$ cat src/hw/rtl/tss_pkg.sv
`timescale 1ns / 1ps

package tss_pkg;

    localparam int MAX_ROWS  = 64;
    localparam int FRAC_BITS = 16;
    localparam int DATA_W    = 32;
    localparam int IDX_W     = 6;

    typedef struct packed {
        logic signed [DATA_W-1:0] lower;
        logic signed [DATA_W-1:0] diag;
        logic signed [DATA_W-1:0] upper;
        logic signed [DATA_W-1:0] rhs;
        logic                     last;
        logic [IDX_W-1:0]         idx;
    } t_row;

    // front queue to back sequencer
    typedef struct packed {
        logic valid;
        t_row row;
    } t_queue_head;

    typedef enum logic [3:0] {
        ST_IDLE,
        ST_MUL,
        ST_SUM,
        ST_START,
        ST_DIV,
        ST_STORE,
        ST_OUT,
        ST_READ,
        ST_BMUL,
        ST_BADD
    } t_state;

    // saturate a wide sum to 32 bits; MSB of the result flags overflow
    function automatic logic [DATA_W:0] sat_wide(input logic signed [64:0] v);
        logic [DATA_W:0] res;
        if (v > 65'sd2147483647) begin
            res = {1'b1, 1'b0, {(DATA_W-1){1'b1}}};
        end else if (v < -65'sd2147483648) begin
            res = {1'b1, 1'b1, {(DATA_W-1){1'b0}}};
        end else begin
            res = {1'b0, v[DATA_W-1:0]};
        end
        return res;
    endfunction

endpackage

$ cat src/hw/rtl/tss_if.sv
`timescale 1ns / 1ps

interface tss_row_if;
    logic                                valid;
    logic                                ready;
    logic signed [tss_pkg::DATA_W-1:0]   lower_coeff;
    logic signed [tss_pkg::DATA_W-1:0]   diag_coeff;
    logic signed [tss_pkg::DATA_W-1:0]   upper_coeff;
    logic signed [tss_pkg::DATA_W-1:0]   rhs_value;
    logic                                last_row;

    modport source (output valid, lower_coeff, diag_coeff, upper_coeff, rhs_value, last_row,
                    input ready);
    modport sink   (input valid, lower_coeff, diag_coeff, upper_coeff, rhs_value, last_row,
                    output ready);
endinterface


$ cat src/hw/rtl/tss_front.sv
`timescale 1ns / 1ps

module tss_front #(
    parameter int MAX_ROWS = tss_pkg::MAX_ROWS
) (
    input  logic                  i_clk,
    input  logic                  i_rst_n,
    tss_row_if.sink               i_row,
    output tss_pkg::t_queue_head  o_head,
    input  logic                  i_pop
);

    localparam int AW = $clog2(MAX_ROWS);
    localparam int IW = tss_pkg::IDX_W;

    logic [AW-1:0]  r_idx;
    tss_pkg::t_row  r_buf [2];
    logic           r_wp;
    logic           r_rp;
    logic [1:0]     r_cnt;
    logic           w_accept;
    logic           w_last;
    tss_pkg::t_row  w_row;

    assign i_row.ready = (r_cnt != 2'd2);
    assign w_accept    = i_row.valid && i_row.ready;
    // a full system forces the last row
    assign w_last      = i_row.last_row || (r_idx == AW'(MAX_ROWS - 1));

    always_comb begin
        w_row.lower = i_row.lower_coeff;
        w_row.diag  = i_row.diag_coeff;
        w_row.upper = i_row.upper_coeff;
        w_row.rhs   = i_row.rhs_value;
        w_row.last  = w_last;
        w_row.idx   = IW'(r_idx);
    end

    always_ff @(posedge i_clk) begin
        if (!i_rst_n) begin
            r_idx <= '0;
            r_wp  <= 1'b0;
            r_rp  <= 1'b0;
            r_cnt <= 2'd0;
        end else begin
            if (w_accept) begin
                r_wp  <= ~r_wp;
                r_idx <= w_last ? '0 : r_idx + 1'b1;
            end
            if (i_pop) begin
                r_rp <= ~r_rp;
            end
            r_cnt <= r_cnt + {1'b0, w_accept} - {1'b0, i_pop};
        end
    end

    always_ff @(posedge i_clk) begin
        if (w_accept) begin
            r_buf[r_wp] <= w_row;
        end
    end

    assign o_head.valid = (r_cnt != 2'd0);
    assign o_head.row   = r_buf[r_rp];

endmodule

$ cat src/flat_wrapper.sv
// flat-port wrapper written by rule: the top's interface ports become plain ports
module tss_front_flat 
#(
    parameter int MAX_ROWS = tss_pkg::MAX_ROWS
)
  (i_clk, i_rst_n, o_head, i_pop, i_row_valid, i_row_lower_coeff, i_row_diag_coeff, i_row_upper_coeff, i_row_rhs_value, i_row_last_row, i_row_ready);
  tss_row_if i_row_i ();
  input  logic i_clk;
  input  logic i_rst_n;
  output tss_pkg::t_queue_head o_head;
  input  logic i_pop;
  input wire logic [$bits(i_row_i.valid)-1:0] i_row_valid;
  input wire logic [$bits(i_row_i.lower_coeff)-1:0] i_row_lower_coeff;
  input wire logic [$bits(i_row_i.diag_coeff)-1:0] i_row_diag_coeff;
  input wire logic [$bits(i_row_i.upper_coeff)-1:0] i_row_upper_coeff;
  input wire logic [$bits(i_row_i.rhs_value)-1:0] i_row_rhs_value;
  input wire logic [$bits(i_row_i.last_row)-1:0] i_row_last_row;
  output wire logic [$bits(i_row_i.ready)-1:0] i_row_ready;
  assign i_row_i.valid = i_row_valid;
  assign i_row_i.lower_coeff = i_row_lower_coeff;
  assign i_row_i.diag_coeff = i_row_diag_coeff;
  assign i_row_i.upper_coeff = i_row_upper_coeff;
  assign i_row_i.rhs_value = i_row_rhs_value;
  assign i_row_i.last_row = i_row_last_row;
  assign i_row_ready = i_row_i.ready;
  tss_front #(.MAX_ROWS(MAX_ROWS)) u_core (.i_clk(i_clk), .i_rst_n(i_rst_n), .i_row(i_row_i), .o_head(o_head), .i_pop(i_pop));
endmodule
$ cat config.mk
export PLATFORM = sky130hd
export DESIGN_NAME = tss_front_flat
export DESIGN_NICKNAME = d
export VERILOG_FILES = /design/src/hw/rtl/tss_pkg.sv /design/src/hw/rtl/tss_if.sv /design/src/hw/rtl/tss_front.sv /design/src/flat_wrapper.sv
export SDC_FILE = /design/constraint.sdc
export NUM_CORES = 1
export LEC_CHECK = 0
export ABC_AREA = 1
export BUFFER_PORTS_ARGS = -buffer_cell sky130_fd_sc_hd__clkbuf_2
export CORE_MARGIN = 4
export CORE_UTILIZATION = 50
export DETAILED_ROUTE_END_ITERATION = 16
export PLACE_DENSITY = 0.83
export SLEW_MARGIN = 20
export SYNTH_ARGS = -nofsm -noshare
export SYNTH_HDL_FRONTEND = slang
export SYNTH_SLANG_ARGS = --single-unit
$ cat constraint.sdc
create_clock -name i_clk -period 18.15 [get_ports i_clk]
set_input_delay 1.815 -clock i_clk [delete_from_list [all_inputs] [get_ports i_clk]]
set_output_delay 1.815 -clock i_clk [all_outputs]
set_load 0.01 [all_outputs]
# Yosys cells after proc, flatten, opt, wreduce, memory -nomap -nowiden
# Memories as Yosys holds them, arrays and structs flattened. A register that Yosys moved wholly into a read port is not among the register bits.
# Cells that the tools add are included.
[word_totals]
reg_bits = 10
latchBits = 0
mem_bits_rw = 270
romBits = 0
out_inout_bits = 137
wordCells = 20
memories = 1
[memory_table]
columns = ["name", "words", "word_bits", "rd", "rd_ports_with_merged_regs", "write_ports", "line_no", "source"]
rows = [
  ["u_core.r_buf", 2, 135, 1, 1, 1, "tss_front.sv:17", "tss_pkg::t_row r_buf [2];"],
]
[classes]
add_sub_neg = 3
mul = 0
div_mod_pow = 0
order_cmp = 0
n_eq_ne = 2
shift = 0
n_mux = 5
bitwise = 2
n_reduce_logical = 3
[ops]
columns = ["operator", "count"]
rows = [
  ["$add A6 B1 Y6 const B", 1],
  ["$eq A6 B6 Y1 const B", 1],
  ["$mux W6", 1],
  ["$mux W1", 4],
  ["$add A2 B1 Y2", 1],
  ["$ne A2 B2 Y1 const B", 1],
  ["$not A1 Y1", 2],
  ["$reduce_bool A2 Y1", 1],
  ["$sub A2 B1 Y2", 1],
  ["$logic_and A1 B1 Y1", 1],
  ["$logic_or A1 B1 Y1", 1],
]

# Depth between registers and ports, before layout
[depth]
depth_word = 4
depth_mapped = 7

# Worst setup path after synthesis
# OpenSTA, ideal clock, no wires.
[synth_path]
path_type = "input to register"
from = "input port i_row_valid"
to = "memory u_core.r_buf[1][0] (netlist bit) (enable)"
setup_ns = 0.632
arrival_time_ns = 7.546
t_required_ns = 17.518
slack_ns = 9.972
stages = 2
path_cell_list = "nand2_2 > nor2_1"
[synth_via]
elab_chain_len = 3
[synth_rtl]
columns = ["item", "line_no", "source"]
rows = [
  ["start, declared", "flat_wrapper.sv:12", "input wire logic [$bits(i_row_i.valid)-1:0] i_row_valid;"],
  ["$logic_and A1 B1 Y1", "tss_front.sv:26", "assign w_accept = i_row.valid && i_row.ready;"],
  ["$mux W1", "tss_front.sv:58", "if (w_accept) begin"],
  ["$mux W1 (implied by the code)", "tss_front.sv:59", "r_buf[r_wp] <= w_row;"],
  ["end, declared", "tss_front.sv:17", ""],
]
# Every way passes these cells.

==> metrics.md <==
| Metric | Value |
|---|---|
| R2R cell count | 6 |
| Diode count | 0 |
| RSZ-0062 raised after global routing | false |
| Detail Route Antenna Nets | 0 |
| Yosys cell types | 20 |
| Synth area leaders | edfxtp_1, mux2_2, mux2_4, dfxtp_1, buf_6 |
| Slew HR | 33.9% |
| Largest net degree at the start of global routing | 75 |
| Final Max Tran Viols | 0 |
| Setup WS pre-CTS | 13850 ps |
| Setup-failing EPs final | 0 |
| Cell family with most CP delay | buffers and inverters |
| Critical path's largest stage delay | 720 ps |
| Number of CTS-inserted buffers | 29 |
| Worst-margin pin slew | 991 ps |
| Area grow syn2layout | 25.2% |
| Synth Area per Inst | 21.1 um2 |
| Syn. warnings | 0 |
| Die Area | 0.0233 mm2 |
| Most common cell in the netlist | edfxtp_1 |
| CTS-repair resized insts | 0 |
| Max-Cap Viols | 0 |
| Worst path bufs/invs | 2 |
| Clock sink total | 281 |
| Synth cell count leaders | edfxtp_1, mux2_2, mux2_4, nand2_1, nor2_1 |
| Type of origin of the critical path | flop |
| Cell taking the most area after synthesis | edfxtp_1 |
| HPWL Detailed | 13100 um |
| FMAX | 0.232 GHz |
| Total iterations of the first detailed-routing run | 4 |
| Critical path depth | 3 |
| Final setup TNS | 0 ps |
| GPL Wtd Cong | 0.739 |
| Crit Path Class | reg2out |
| Crit path DAT | 2490 ps |
| Routed WL | 19500 um |
| CP max FO | 56 |
| Share of the synthesized area in the top cell type | 77.4% |
| I/O pin count | 270 |
| Gr ovfl total | 0 |
| CTS max path bufs | 3 |
| First-pass GRT wire length | 30200 um |
| PnR worst setup slack | 13850 ps |
| VDD IR max | 0.101 mV |
| Post-synth EDFFs | 270 |
| Status | completed |
| Number of remaining DRC errors | 0 |
| Post-CTS Setup Bufs | 0 |
| Clock Root Buffer | clkbuf_16 |
| Clock latency on the worst-skew pair | 520 ps |
| Ys async rst share | 0% |
| IO buf count | 269 |
| Wire per inst | 18.1 um |
| Via count | 5421 |
| Initial antenna violation count | 1 |
| Core ar. | 0.0204 mm2 |
| Die Width | 153 um |
| Period utilization | 23.7% |
| GR Util All Layers | 16.2% |
| Die extent in y | 153 um |
| Worst hold stages | 0 |
| DR iter-0 viols | 259 |
| Syn Nets | 633 |
| Routed vias/inst | 5.02 |
| Pwr dens | 126 mW/mm2 |
| Final hold violations | 0 |
| Initial Util | 51.3% |
| Leak pwr | 0.00511 uW |
| Post-Synthesis Cell Area | 0.0105 mm2 |
| Hold/Removal Path Class | reg2reg |
| Fillers | 1447 |
| Crit path required time | 16330 ps |
| Layout cell share with drive strength beyond 1 | 56.6% |
| Synth Instances | 497 |
| Ys flop type | edfxtp_1 |
| Vias in the first global route | 5745 |
| Worst path slowest cell | buf_4 |
| CTS tree | done |
| Clock Skews | 8.41 ps |
| # nets final | 924 |
| Hold Buf Count CTS | 0 |
| Final min period | 4300 ps |
| FP Rows | 52 |
| Clock transition at path regs | 60 ps |
| Crit-path cells | buf_4, mux2_2, clkbuf_2 |
| Crit. End Element | primary output |
| Post-synthesis sequential area ratio | 79.5% |
| H-tree depth | 1 |
| #FFs+latches synth | 281 |
state kept, by name, summed over array words and instances (netlist names), named ones only:
name / flops
u_core.r_buf: 270
u_core.r_idx: 6
u_core.r_cnt: 2
u_core.r_rp: 1
u_core.r_wp: 1
logic make-up (layout without fill, tap and decap cells):
| family | Yosys count | count (layout) | synth area share [%] |
|---|---|---|---|
| compound gates | 7 | 7 | 0.490 |
| xor+xnor | 2 | 2 | 0.167 |
| fa+ha+maj | 3 | 3 | 0.358 |
| buf+inv | 28 | 340 | 1.60 |
| flops | 281 | 281 | 79.5 |
| mux | 135 | 135 | 16.3 |
| simple gates | 41 | 41 | 1.58 |
routing by layer:
layer  vias up  track usage (%)  share of wire (%)
li1       2509                -                  -
met2       210             29.0                 53
met3        41             4.80                7.9
met5         -                0              0.056
met4         2             5.69                3.2
met1      2659             18.5                 36
layout by cell type, fill, tap and decap left out, drive strengths merged:
master    count
edfxtp      270
nor2         13
buf           6
a21oi         2
nand2        22
clkbuf      307
clkinvlp      1
dfxtp        11
ha            3
nand4         1
o21ai         3
inv          13
xnor2         1
mux2        135
clkinv        7
o21bai        2
bufinv        6
xor2          1
nand3         5
worst register-to-register path, delay by kind of cell, from the launching register on:
family                 cells  cell delay [ps]
buffers and inverters      3             1580
DFF                        1              320
and+or+nand+nor            3              470
metrics by stage:
step / hold slack (ps) / instance area, um2 / power [uW] / std cells / utilization [%]
2_1_floorplan: 454 / 10500 / 972 / 497 / -
5_1_grt: 518 / 13100 / 1720 / 1079 / 64.2
3_5_place_dp: 509 / 12100 / 1050 / 1027 / 59.2
3_3_place_gp: 474 / 12100 / 1040 / 1027 / 59.2
4_1_cts: 514 / 13100 / 1670 / 1079 / 64.2
6_report: 511 / 13100 / 1650 / 1079 / 64.2
worst paths after layout:
check | from | endpoint | slack (ps)
worst max-delay path | flop | o_head[15] | 13850
worst min-delay path | u_core.r_idx[0] | u_core.r_buf[1][0] | 510
worst max register to register | u_core.r_cnt[0] | u_core.r_buf[0][67] | 15330
worst min register to register | u_core.r_idx[0] | u_core.r_buf[1][0] | 510
power breakdown:
part | switching [uW] | internal, uW
registers | 18.3 | 798
logic | 124 | 94.8
clock network | 226 | 387
total | 368 | 1280
layout make-up:
class                   instances  area (um2)  share of cell area (%)
repair buffers                275        1390                    10.6
clock inverters                14         234                    1.78
clock buffers                  38         779                    5.94
multi-input cells             188        1990                    15.2
inverters                      13        48.8                   0.372
flip-flops and latches        281        8330                    63.5
well taps                     270         338                    2.58
No activity file was read; power rests on OpenSTA's default activity.
